### src/pvb_pkg.sv
`timescale 1ns / 1ps

package pvb_pkg;

  localparam int MAX_VOICES      = 15;
  localparam int SAMPLE_RATE     = 48000;
  localparam int PHASE_BITS      = 32;
  localparam int SINE_TABLE_BITS = 10;

  localparam int NOTE_W   = 7;
  localparam int NOTES    = 1 << NOTE_W;
  localparam int OFFS_W   = 16;
  localparam int MIX_W    = 20;
  localparam int VCNT_W   = 4;
  localparam int SMP_W    = 16;
  localparam int MAG_W    = 15;
  localparam int SINE_AMP = 32767;

  localparam int CNT_W   = $clog2(MAX_VOICES + 1);
  localparam int VIDX_W  = (MAX_VOICES > 1) ? $clog2(MAX_VOICES) : 1;
  localparam int QW      = SINE_TABLE_BITS - 2;
  localparam int QUARTER = 1 << QW;

  localparam longint unsigned ONE_Q30     = 64'd1 << 30;
  localparam longint unsigned HALF_PI_Q30 = 64'd1686629713;

  localparam longint unsigned SEMITONE_Q16 [12] = '{
    64'd65536, 64'd69433, 64'd73562, 64'd77936, 64'd82570, 64'd87480,
    64'd92682, 64'd98193, 64'd104032, 64'd110218, 64'd116772, 64'd123715
  };

  typedef enum logic [1:0] {
    ACT_NOTE_ON  = 2'd0,
    ACT_NOTE_OFF = 2'd1,
    ACT_TICK     = 2'd2
  } action_e;

  typedef enum logic [1:0] {
    ST_IDLE,
    ST_RUN,
    ST_FINISH
  } state_e;

  typedef struct packed {
    logic push;
    logic pop;
    logic start;
    logic issue;
    logic load_out;
  } cmd_t;

  typedef struct packed {
    logic full;
    logic empty;
    logic more;
    logic busy;
    logic out_full;
  } sts_t;

  typedef logic [PHASE_BITS-1:0] inc_table_t [NOTES];
  typedef logic [MAG_W-1:0] qsine_table_t [QUARTER];

  function automatic inc_table_t build_inc_table();
    inc_table_t tbl;
    longint unsigned f;
    longint unsigned q;
    longint unsigned rem;
    int e;
    int s;
    for (int n = 0; n < NOTES; n++) begin
      e = n / 12;
      s = n % 12;
      f = (64'd110 * SEMITONE_Q16[s]) << e;
      q = f / SAMPLE_RATE;
      rem = f % SAMPLE_RATE;
      for (int k = 0; k < PHASE_BITS - 16; k++) begin
        rem = rem << 1;
        q = q << 1;
        if (rem >= SAMPLE_RATE) begin
          rem = rem - SAMPLE_RATE;
          q = q | 64'd1;
        end
      end
      tbl[n] = PHASE_BITS'(q);
    end
    return tbl;
  endfunction

  function automatic longint unsigned quarter_sine(longint unsigned r);
    longint unsigned x;
    longint unsigned x2;
    longint unsigned t;
    longint unsigned v;
    x  = (r * HALF_PI_Q30) / QUARTER;
    x2 = (x * x) >> 30;
    t  = ONE_Q30 - x2 / 110;
    t  = ONE_Q30 - ((x2 * t) >> 30) / 72;
    t  = ONE_Q30 - ((x2 * t) >> 30) / 42;
    t  = ONE_Q30 - ((x2 * t) >> 30) / 20;
    t  = ONE_Q30 - ((x2 * t) >> 30) / 6;
    v  = (((x * t) >> 30) * SINE_AMP + (ONE_Q30 >> 1)) >> 30;
    if (v > SINE_AMP) begin
      v = SINE_AMP;
    end
    return v;
  endfunction

  function automatic qsine_table_t build_qsine();
    qsine_table_t tbl;
    for (int r = 0; r < QUARTER; r++) begin
      tbl[r] = MAG_W'(quarter_sine(longint'(r)));
    end
    return tbl;
  endfunction

  localparam inc_table_t   INC_TABLE = build_inc_table();
  localparam qsine_table_t QSINE     = build_qsine();
  localparam logic [MAG_W-1:0] QSINE_PEAK = MAG_W'(quarter_sine(longint'(QUARTER)));

endpackage

### src/pvb_ctrl.sv
`timescale 1ns / 1ps

module pvb_ctrl (
  input  logic          clk_i,
  input  logic          rst_ni,
  input  logic          s_valid_i,
  input  logic [1:0]    action_i,
  output logic          s_ready_o,
  input  logic          m_ready_i,
  input  pvb_pkg::sts_t sts_i,
  output pvb_pkg::cmd_t cmd_o
);

  pvb_pkg::state_e state_q, state_d;

  always_ff @(posedge clk_i or negedge rst_ni) begin
    if (!rst_ni) begin
      state_q <= pvb_pkg::ST_IDLE;
    end else begin
      state_q <= state_d;
    end
  end

  always_comb begin
    state_d   = state_q;
    cmd_o     = '0;
    s_ready_o = 1'b0;
    unique case (state_q)
      pvb_pkg::ST_IDLE: begin
        s_ready_o = 1'b1;
        if (s_valid_i) begin
          unique case (pvb_pkg::action_e'(action_i))
            pvb_pkg::ACT_NOTE_ON:  cmd_o.push = !sts_i.full;
            pvb_pkg::ACT_NOTE_OFF: cmd_o.pop  = !sts_i.empty;
            pvb_pkg::ACT_TICK: begin
              cmd_o.start = 1'b1;
              state_d     = pvb_pkg::ST_RUN;
            end
            default: ;
          endcase
        end
      end
      pvb_pkg::ST_RUN: begin
        if (sts_i.more) begin
          cmd_o.issue = 1'b1;
        end else begin
          state_d = pvb_pkg::ST_FINISH;
        end
      end
      pvb_pkg::ST_FINISH: begin
        if (!sts_i.busy && (!sts_i.out_full || m_ready_i)) begin
          cmd_o.load_out = 1'b1;
          state_d        = pvb_pkg::ST_IDLE;
        end
      end
      default: state_d = pvb_pkg::ST_IDLE;
    endcase
  end

`ifndef SYNTHESIS
  a_run_ends: assert property (@(posedge clk_i) disable iff (!rst_ni)
    (state_q == pvb_pkg::ST_RUN) && !sts_i.more |=> state_q == pvb_pkg::ST_FINISH)
    else $error("run did not move to finish");

  a_idle_after_load: assert property (@(posedge clk_i) disable iff (!rst_ni)
    cmd_o.load_out |=> state_q == pvb_pkg::ST_IDLE)
    else $error("no return to idle after result load");

  a_start_runs: assert property (@(posedge clk_i) disable iff (!rst_ni)
    cmd_o.start |=> state_q == pvb_pkg::ST_RUN)
    else $error("tick did not start a voice pass");
`endif

endmodule

### src/pvb_datapath.sv
`timescale 1ns / 1ps

module pvb_datapath (
  input  logic                        clk_i,
  input  logic                        rst_ni,
  input  pvb_pkg::cmd_t               cmd_i,
  output pvb_pkg::sts_t               sts_o,
  input  logic [pvb_pkg::NOTE_W-1:0]  note_i,
  input  logic                        cfg_we_i,
  input  logic [pvb_pkg::OFFS_W-1:0]  cfg_wdata_i,
  input  logic                        m_ready_i,
  output logic                        m_valid_o,
  output logic [pvb_pkg::MIX_W-1:0]   m_sample_o,
  output logic [pvb_pkg::VCNT_W-1:0]  m_count_o
);

  localparam int CW = pvb_pkg::CNT_W;
  localparam int VW = pvb_pkg::VIDX_W;
  localparam int PB = pvb_pkg::PHASE_BITS;
  localparam int QW = pvb_pkg::QW;

  logic [pvb_pkg::NOTE_W-1:0] note_q  [pvb_pkg::MAX_VOICES];
  logic [PB-1:0]              phase_q [pvb_pkg::MAX_VOICES];

  logic [CW-1:0] count_q, count_d;
  logic [CW-1:0] idx_q, idx_d;
  logic [pvb_pkg::OFFS_W-1:0] offset_q;

  logic          s1_valid_q;
  logic [1:0]    s1_quad_q;
  logic [QW-1:0] s1_r_q;
  logic                             s2_valid_q;
  logic signed [pvb_pkg::SMP_W-1:0] s2_sine_q, sine;
  logic [pvb_pkg::MIX_W-1:0] acc_q, acc_d;

  logic                        out_valid_q, out_valid_d;
  logic [pvb_pkg::MIX_W-1:0]   out_sample_q;
  logic [pvb_pkg::VCNT_W-1:0]  out_count_q;

  logic [VW-1:0]                  vidx;
  logic [VW-1:0]                  push_idx;
  logic [PB-1:0]                  cur_phase;
  logic [pvb_pkg::NOTE_W-1:0]     cur_note;
  logic [pvb_pkg::OFFS_W-1:0]     sum_hi;
  logic [pvb_pkg::SINE_TABLE_BITS-1:0] sidx;
  logic [pvb_pkg::MAG_W-1:0]      mag;

  assign vidx      = idx_q[VW-1:0];
  assign push_idx  = count_q[VW-1:0];
  assign cur_phase = phase_q[vidx];
  assign cur_note  = note_q[vidx];
  assign sum_hi    = cur_phase[PB-1 -: pvb_pkg::OFFS_W] + offset_q;
  assign sidx      = sum_hi[pvb_pkg::OFFS_W-1 -: pvb_pkg::SINE_TABLE_BITS];

  always_comb begin
    count_d = count_q;
    if (cmd_i.push) begin
      count_d = count_q + 1'b1;
    end else if (cmd_i.pop) begin
      count_d = count_q - 1'b1;
    end
    idx_d = idx_q;
    if (cmd_i.start) begin
      idx_d = '0;
    end else if (cmd_i.issue) begin
      idx_d = idx_q + 1'b1;
    end
  end

  // quadrant fold of the quarter-wave table
  always_comb begin
    if (s1_quad_q[0]) begin
      if (s1_r_q == '0) begin
        mag = pvb_pkg::QSINE_PEAK;
      end else begin
        mag = pvb_pkg::QSINE[QW'(pvb_pkg::QUARTER - int'(s1_r_q))];
      end
    end else begin
      mag = pvb_pkg::QSINE[s1_r_q];
    end
    if (s1_quad_q[1]) begin
      sine = -$signed({1'b0, mag});
    end else begin
      sine = $signed({1'b0, mag});
    end
  end

  always_comb begin
    acc_d = acc_q;
    if (cmd_i.start) begin
      acc_d = '0;
    end else if (s2_valid_q) begin
      acc_d = acc_q + pvb_pkg::MIX_W'(s2_sine_q);
    end
    out_valid_d = out_valid_q;
    if (cmd_i.load_out) begin
      out_valid_d = 1'b1;
    end else if (m_ready_i) begin
      out_valid_d = 1'b0;
    end
  end

  always_ff @(posedge clk_i or negedge rst_ni) begin
    if (!rst_ni) begin
      count_q     <= '0;
      idx_q       <= '0;
      offset_q    <= '0;
      s1_valid_q  <= 1'b0;
      s2_valid_q  <= 1'b0;
      out_valid_q <= 1'b0;
    end else begin
      count_q     <= count_d;
      idx_q       <= idx_d;
      s1_valid_q  <= cmd_i.issue;
      s2_valid_q  <= s1_valid_q;
      out_valid_q <= out_valid_d;
      if (cfg_we_i) begin
        offset_q <= cfg_wdata_i;
      end
    end
  end

  always_ff @(posedge clk_i) begin
    acc_q     <= acc_d;
    s1_quad_q <= sidx[pvb_pkg::SINE_TABLE_BITS-1 -: 2];
    s1_r_q    <= sidx[QW-1:0];
    s2_sine_q <= sine;
    if (cmd_i.push) begin
      note_q[push_idx]  <= note_i;
      phase_q[push_idx] <= '0;
    end
    if (cmd_i.issue) begin
      phase_q[vidx] <= cur_phase + pvb_pkg::INC_TABLE[cur_note];
    end
    if (cmd_i.load_out) begin
      out_sample_q <= acc_q;
      out_count_q  <= pvb_pkg::VCNT_W'(count_q);
    end
  end

  assign sts_o.full     = (count_q == CW'(pvb_pkg::MAX_VOICES));
  assign sts_o.empty    = (count_q == '0);
  assign sts_o.more     = (idx_q < count_q);
  assign sts_o.busy     = s1_valid_q || s2_valid_q;
  assign sts_o.out_full = out_valid_q;

  assign m_valid_o  = out_valid_q;
  assign m_sample_o = out_sample_q;
  assign m_count_o  = out_count_q;

`ifndef SYNTHESIS
  a_count_range: assert property (@(posedge clk_i) disable iff (!rst_ni)
    count_q <= CW'(pvb_pkg::MAX_VOICES))
    else $error("voice count above stack depth");

  a_push_count: assert property (@(posedge clk_i) disable iff (!rst_ni)
    cmd_i.push |=> count_q == $past(count_q) + 1'b1)
    else $error("push did not raise voice count");

  a_issue_stable: assert property (@(posedge clk_i) disable iff (!rst_ni)
    cmd_i.issue |=> s1_valid_q && $stable(count_q))
    else $error("voice count changed during tick");

  a_load_drained: assert property (@(posedge clk_i) disable iff (!rst_ni)
    cmd_i.load_out |-> !s1_valid_q && !s2_valid_q && !cmd_i.issue)
    else $error("result loaded before pipeline drained");
`endif

endmodule

### src/polyphonic_sine_voice_bank.sv
`timescale 1ns / 1ps

// Polyphonic sine voice bank.
// Input stream: tuser carries the action (note on, note off, tick), tdata
// carries the note number. Output stream: one request per tick with the
// mixed sample and the voice count. Note on and note off give no output.
// Note on pushes a voice at phase zero (ignored when the stack is full);
// note off pops the newest voice (ignored when empty).
// A tick walks the voice stack one voice per cycle through the shared
// phase-add and sine-lookup datapath, then drains its two pipeline stages
// before the sum is loaded into the output register; no new request is
// accepted until then.
// The finished result sits in an output register; new notes are accepted
// while it waits. A following tick runs its voice pass but holds its sum
// until the receiver takes the pending result.
// cfg_we_i writes the 16-bit phase offset; write only while idle.
// Reset empties the voice stack, clears the offset and drops any pending
// output; voice slots themselves are not cleared.

module polyphonic_sine_voice_bank (
  input  logic        clk_i,
  input  logic        rst_ni,
  input  logic        s_axis_tvalid,
  output logic        s_axis_tready,
  input  logic [7:0]  s_axis_tdata,   // [6:0] note, [7] zero
  input  logic [1:0]  s_axis_tuser,   // [1:0] action
  output logic        m_axis_tvalid,
  input  logic        m_axis_tready,
  output logic [23:0] m_axis_tdata,   // [19:0] mixed_sample, [23:20] voices_active
  input  logic        cfg_we_i,
  input  logic [15:0] cfg_wdata_i
);

  pvb_pkg::cmd_t cmd;
  pvb_pkg::sts_t sts;

  logic [pvb_pkg::MIX_W-1:0]  m_sample;
  logic [pvb_pkg::VCNT_W-1:0] m_count;

  pvb_ctrl u_ctrl (
    .clk_i     (clk_i),
    .rst_ni    (rst_ni),
    .s_valid_i (s_axis_tvalid),
    .action_i  (s_axis_tuser),
    .s_ready_o (s_axis_tready),
    .m_ready_i (m_axis_tready),
    .sts_i     (sts),
    .cmd_o     (cmd)
  );

  pvb_datapath u_datapath (
    .clk_i       (clk_i),
    .rst_ni      (rst_ni),
    .cmd_i       (cmd),
    .sts_o       (sts),
    .note_i      (s_axis_tdata[pvb_pkg::NOTE_W-1:0]),
    .cfg_we_i    (cfg_we_i),
    .cfg_wdata_i (cfg_wdata_i),
    .m_ready_i   (m_axis_tready),
    .m_valid_o   (m_axis_tvalid),
    .m_sample_o  (m_sample),
    .m_count_o   (m_count)
  );

  assign m_axis_tdata = {m_count, m_sample};

endmodule

### config.mk
export PLATFORM = sky130hd
export DESIGN_NAME = polyphonic_sine_voice_bank
export DESIGN_NICKNAME = d
export VERILOG_FILES = /design/src/pvb_pkg.sv /design/src/pvb_ctrl.sv /design/src/pvb_datapath.sv /design/src/polyphonic_sine_voice_bank.sv
export SDC_FILE = /design/constraint.sdc
export NUM_CORES = 2
export LEC_CHECK = 0
export BUFFER_PORTS_ARGS = -buffer_cell sky130_fd_sc_hd__buf_2
export CORE_MARGIN = 10
export CORE_UTILIZATION = 40
export DETAILED_ROUTE_END_ITERATION = 10
export HOLD_SLACK_MARGIN = 0.1
export SYNTH_ARGS = -nofsm -noshare
export SYNTH_HDL_FRONTEND = slang
export SYNTH_HIERARCHICAL = 1
export SYNTH_SLANG_ARGS = --single-unit
### constraint.sdc
create_clock -name clk_i -period 7.15 [get_ports clk_i]
set_clock_uncertainty 0.15 [all_clocks]
set_input_delay 1.43 -clock clk_i [delete_from_list [all_inputs] [get_ports clk_i]]
set_output_delay 1.43 -clock clk_i [all_outputs]
set_load 0.02 [all_outputs]
* Word-level counts from Yosys, hierarchy flattened *
Memories as Yosys holds them, arrays and structs flattened.
Index checks and enable logic that the tools add are counted.

storage, ports and cells
  flip-flop bits (word level) = 99
  RAM bits = 585
  ROM bits = 11776
  input bits = 31
  output and inout bits = 26
  logic and storage cells = 96
  memories kept = 5

cells by class
  add/sub/neg operators = 8
  magnitude comparators = 4
  equality and inequality tests = 9
  mux-type cells = 37
  bitwise logic cells = 3
  reductions and logical operators = 16

memories
  memory              words  width  rd ports  clocked after Yosys merged registers in  wr ports  line                 text
  (no name shown)     128    32     1         0                                        0         pvb_datapath.sv:133  phase_q[vidx] <= cur_phase + pvb_pkg::INC_TABLE[cur_note];
  (no name shown)     256    15     1         0                                        0         pvb_datapath.sv:76   mag = pvb_pkg::QSINE[QW'(pvb_pkg::QUARTER - int'(s1_r_q))];
  (no name shown)     256    15     1         0                                        0         pvb_datapath.sv:79   mag = pvb_pkg::QSINE[s1_r_q];
  u_datapath.phase_q  15     32     1         0                                        1         pvb_datapath.sv:23   logic [PB-1:0] phase_q [pvb_pkg::MAX_VOICES];
  u_datapath.note_q   15     7      1         0                                        1         pvb_datapath.sv:22   logic [pvb_pkg::NOTE_W-1:0] note_q [pvb_pkg::MAX_VOICES];

operators by type and width
  operator                                                           count
  2-to-1 mux 15 bit                                                  7
  2-to-1 mux 32 bit                                                  3
  adder 32 bit                                                       1
  OR reduction 32 bit                                                1
  adder 20 bit                                                       1
  2-to-1 mux 4 bit                                                   5
  adder 16 bit                                                       1
  negator 15 -> 16 bit                                               1
  2-to-1 mux 1 bit                                                   15
  greater-or-equal comparator 8 x 9 -> 1 bit, second input constant  1
  greater-or-equal comparator 9 bit, second input constant           1
  inverter 8 -> 9 bit                                                1
  adder 4 x 1 -> 4 bit, second input constant                        2
  greater-or-equal comparator 8 bit, second input constant           1
  zero test 8 bit                                                    1
  2-to-1 mux 2 bit                                                   4
  inverter 7 -> 8 bit                                                1
  inverter 8 bit                                                     1
  subtractor 1 x 8 -> 8 bit, first input constant                    1
  2-to-1 mux 3 bit                                                   2
  != test 2 bit, second input constant                               3
  one-hot mux 2 bit (3 select lines)                                 1
  nonzero test 2 bit                                                 3
  equality test 2 x 1 -> 1 bit, second input constant                2
  11 further kinds                                                   17

* Logic depth before layout (Yosys ltp) *
  depth after elaboration = 9
  mapped depth = 34
  mapped depth without buffers = 27

* Modules after synthesis *
The synthesis kept the hierarchy.

by module, submodules not included
  module        instances  cells each  area each (µm²)  sequential area each (µm²)
  pvb_datapath  1          4330        43426.6          19884.1
  pvb_ctrl      1          17          155.1            50.0

* Least setup slack after synthesis *
No wires, ideal clock.

  path type = reg2reg
  from = register u_datapath.idx_q[1]
  to = memory u_datapath/phase_q[1][24] in the netlist's numbering, data pin
  setup time = 0.266 ns
  data arrival time = 6.594 ns
  data required time = 6.734 ns
  slack = 0.140 ns
  cell stages (with the launch flop) = 33
  path buffers = 6
  period minus slack after synthesis = 7.010 ns
  path through = dfrtp_1 buf_2 buf_1 mux4_2 mux4_2 buf_1 inv_1 ha_1 clkbuf_1 nand2b_1 clkbuf_1 nand2_1 nand2_1 o21ai_0 inv_1 o221ai_1 o211ai_1 o21ai_0 ha_1 inv_1 fa_1 nor2b_1 o21ai_0 a21boi_0 o21bai_1 a21oi_1 o31ai_1 a21o_1 a311oi_1 nor4_1 a211oi_1 buf_2 nor2_1

on the way
  longest elaborated chain between the ends = 7
  elaborated cells between the ends (all ways) = 14
  those cells by class = 1 x add/sub; 1 x order compare; 7 x mux; 1 x bitwise; 1 x reduce/logical; 3 x memory

RTL lines
  element                                                                               line                                      text
  start, declared                                                                       pvb_datapath.sv:26                        logic [CW-1:0] idx_q, idx_d;
  start signal, assigned                                                                pvb_datapath.sv:113                       idx_q <= idx_d;
  memory (15 x 7 bit) / less-than comparator 4 bit (equally long branches)              n/a
  inverter 7 -> 8 bit (not written as such) / 2-to-1 mux 1 bit (equally long branches)  pvb_datapath.sv:133, pvb_ctrl.sv:44
  memory (128 x 32 bit) / 2-to-1 mux 1 bit (equally long branches)                      n/a
  2-to-1 mux 32 bit (not written as such) / 2-to-1 mux 1 bit (equally long branches)    pvb_datapath.sv:133, pvb_datapath.sv:132
  2-to-1 mux 32 bit (not written as such) / 2-to-1 mux 1 bit (equally long branches)    pvb_datapath.sv:133
  adder 32 bit / OR reduction 32 bit (equally long branches)                            n/a
  2-to-1 mux 32 bit (no source line) *                                                  n/a
  end, declared                                                                         pvb_datapath.sv:23

Every way passes the cells marked *; elsewhere a longest branch is shown, timed or not. The select of a mux whose other input is x is not followed.

* Worst setup path after layout *
  from = register u_datapath.idx_q[0]
  to = memory u_datapath/phase_q[4][24] in the netlist's numbering, data pin

The elaborated chain is that of the path after synthesis.

==> summary.md <==
| Metric | Value |
|---|---|
| Outcome | complete, no violations |
| Hold path cells | 0 |
| Hold WC Path Type | register to register |
| First-pass GRT wire length | 246,000 microns |
| Worst-skew pair later-pin latency | 0.66 ns |
| Vias in the first global route | 35,900 |
| Cells after Synth | 4,347 |
| Worst setup SP type | register |
| Core box area | roughly 110,000 sq um |
| Die H | about 350 microns |
| Ys flop type | edfxtp_1 |
| Worst R2R Path Depth | 28 |
| Htree depth | 3 |
| Post-route minimum period | 7.02 ns |
| Synth warn | 6 |
| Max incr delay on CP | slightly above 0.6 ns |
| Largest net degree at the start of global routing | 90 |
| Multi-input gate area | 22,000 sq um |
| FMAX | between 100 and 150 MHz |
| Starting DRT DRC Count | ~5,600 |
| CTS buffer count | 72 |
| Total GRT Usage | 0.267 |
| Post-DP HPWL | around 110,000 microns |
| Slowest cell on crit path | mux4_2 |
| Net count, final | around 4,500 |
| CP arrival | 7.22 ns |
| Worst hold endpoint | u_datapath/s2_valid_q$_DFF_PN0_ |
| Async set-reset flop share out of synthesis | 0.0424 |
| Fin cells | 5,811 |
| Slew @ Worst Pin | about 1.3 ns |
| Seq/Total Area, Yosys | 0.457 |
| GP Congestion | ~1 |
| Clk pin slew, worst setup/hold paths | 0.06 ns |
| Post-CTS Hold Buffers | 0 |
| Num ports | 57 |
| Reg2Reg Capture Point | u_datapath/phase_q[4][24]$_SDFFCE_PN0P_ |
| Syn Nets | between 4,000 and 5,000 |
| Die Wd | 350 microns |
| Worst Path Max Fanout | 15 |
| Grt total ovfl | 0 |
| Die area | 123,000 sq um |
| Starting density of the core | 0.401 |
| Period utilization | 0.981 |
| FF+latch area | 20,000 sq um |
| Reg2Reg Setup Slack | 0.13 ns |
| Yosys reg bits | 684 |
| Routed WL | roughly 170,000 microns |
| Number of enable flip-flop cells after synthesis | a little over 600 |
| Hold Violations, Final | 0 |
| DR WL/cell | around 29 microns |
| CTS tree | yes |
| Port Buffer Count | 55 |
| Residual DRC | 0 |
| Max-cap violations | 0 |
| Area delta synth->final | 12.5% |
| Post-DP Area | 46,400 sq um |
| CTS root buf | clkbuf_16 |
| Syn avg cell area | 10.0 sq um |
| Dpl cells | approximately 5,700 |
| Hold path startpoint | u_datapath/s1_valid_q$_DFF_PN0_ |
| Crit. End Element | register |
| Synthesized cell area | 43,600 sq um |
| CTS Sinks | 684 |
| Maximum buffer depth of the clock tree | 3 |
| Initial DRT Pass Iterations | 8 |
| # rows | approximately 120 |
| Max-slew violation count | 0 |
| Final non-filler cell area | slightly below 50,000 sq um |
| Critical Path RT | between 7 and 8 ns |
| Share of cells above drive strength 1 | 0.167 |
| Reg-to-Reg Start | u_datapath/idx_q[0]$_DFFE_PN0P_ |
| Post-DR vias/cell | 6.54 |
| WS Path Type | register to register |
| Number of antenna violations at the first check in global routing | 4 |
| FILL cells | slightly above 10,000 |
| Max-slew headroom | 0.119 |
| Via count | 38,000 |
| Post-route antenna net violation count | 0 |
| Final setup vio count | 0 |
| Unique masters post-synth | around 100 |
## logic make-up (layout without fill, tap and decap cells)
group                    after synthesis  in the layout  share of synthesized area
adder cells (fa/ha/maj)              143            143                     0.0419
AO/OA/AOI/OAI                       1183           1183                      0.175
other                                  0              3                          0
flip-flops                           684            684                      0.457
AND/OR/NAND/NOR                     1493           1493                      0.150
buffers and inverters                486            532                     0.0464
multiplexers                         274            275                      0.111
XOR/XNOR                              84             84                     0.0177
## registers in the layout, indices dropped and copies added (netlist names), 2 cells and up
register,flops
u_datapath/offset_q,16
u_datapath/s2_sine_q,16
u_datapath/count_q,4
u_ctrl/state_q,2
u_datapath/phase_q,480
u_datapath/m_sample_o,20
u_datapath/idx_q,4
u_datapath/s1_r_q,8
u_datapath/m_count_o,4
u_datapath/note_q,105
u_datapath/s1_quad_q,2
u_datapath/acc_q,20
## layout make-up
class                   instances  share of cell area
well taps                    1414              0.0361
multi-input cells            3178               0.448
repair buffers                327              0.0526
clock buffers                  85              0.0382
diodes                          3            0.000153
clock inverters                46              0.0117
inverters                      74             0.00580
flip-flops and latches        684               0.407
## layer usage
layer | vias up | wire length (microns) | global-route usage
met5 | - | 21 | 0
met4 | 4 | 8530 | 0.121
met3 | 494 | 19100 | 0.0588
met2 | 2530 | 74000 | 0.400
met1 | 18700 | 68000 | 0.367
li1 | 16300 | - | -
## Yosys cell counts (48+ instances only)
cell      instances  share of area
o21ai_0         326          0.037
nand2b_1         63         0.0090
xnor2_1          48         0.0096
a31oi_1          63         0.0090
clkbuf_1        253          0.022
buf_2           101          0.012
nor2_1          742          0.064
inv_1            65         0.0056
mux2i_1          79          0.018
o211ai_1         91          0.016
ha_1            138          0.040
nor3_1           63         0.0072
nand2_1         335          0.029
nand3_1         111          0.013
a211oi_1         52         0.0090
mux4_2          166          0.086
edfxtp_1        609           0.42
a21oi_1         276          0.032
## through the flow
step                      TNS, ns  utilization  setup slack [ns]  hold slack [ns]
after floorplan                 0            -             0.140            0.196
after global placement      -1.41        0.427           -0.0775            0.207
after detailed placement  -0.0410        0.427          -0.00922            0.213
after CTS                       0        0.450            0.0143            0.242
after global routing       -0.690        0.451           -0.0512            0.251
final                           0        0.452             0.135            0.249
## critical path, delay by kind of cell (launching register included)
kind / cells / cell delay, ns
compound gates: 13 / 2.59
flops: 1 / 0.45
buf+inv: 5 / 0.79
mux: 2 / 1.13
simple gates: 5 / 0.66
fa+ha+maj: 3 / 0.89
## timing repair
action                                  CTS  global route
cloned                                    0             1
pin swaps                                 0             2
gates resized for setup                   1            27
endpoints found under the setup margin   30           135
setup buffers                             0             8
## worst max path at each step
stage,from,end,slack [ns],cells after the start
finish,u_datapath/idx_q[0]$_DFFE_PN0P_,u_datapath/phase_q[4][24]$_SDFFCE_PN0P_,0.13,28
global route,u_datapath/idx_q[0]$_DFFE_PN0P_,u_datapath/phase_q[4][30]$_SDFFCE_PN0P_,-0.05,30
CTS,u_datapath/idx_q[0]$_DFFE_PN0P_,u_datapath/phase_q[4][30]$_SDFFCE_PN0P_,0.01,28
detailed placement,u_datapath/idx_q[0]$_DFFE_PN0P_,u_datapath/phase_q[4][30]$_SDFFCE_PN0P_,-0.009,26
global placement,u_datapath/idx_q[0]$_DFFE_PN0P_,u_datapath/phase_q[1][30]$_SDFFCE_PN0P_,-0.08,28
floorplan,u_datapath/idx_q[1]$_DFFE_PN0P_,u_datapath/phase_q[1][24]$_SDFFCE_PN0P_,0.14,32
## cells in the final DEF, fill, tap and decap left out, drive strengths merged, types with 33 or more instances in the layout
| cell type | synthesis | routed |
|---|---|---|
| a211oi | 53 | 53 |
| a21oi | 276 | 276 |
| a31oi | 63 | 63 |
| and2 | 33 | 33 |
| buf | 159 | 326 |
| clkbuf | 253 | 86 |
| clkinv | 8 | 34 |
| dfxtp | 46 | 46 |
| edfxtp | 609 | 609 |
| ha | 138 | 138 |
| inv | 66 | 70 |
| mux2i | 79 | 79 |
| mux4 | 166 | 167 |
| nand2 | 336 | 336 |
| nand2b | 63 | 63 |
| nand3 | 111 | 111 |
| nor2 | 744 | 744 |
| nor2b | 36 | 36 |
| nor3 | 63 | 63 |
| o211ai | 91 | 91 |
| o21ai | 333 | 333 |
| o221ai | 34 | 34 |
| xnor2 | 51 | 51 |
| xor2 | 33 | 33 |
Power is not shown: default switching activity piles up to over one toggle a cycle in this logic, so the estimate is an artifact.
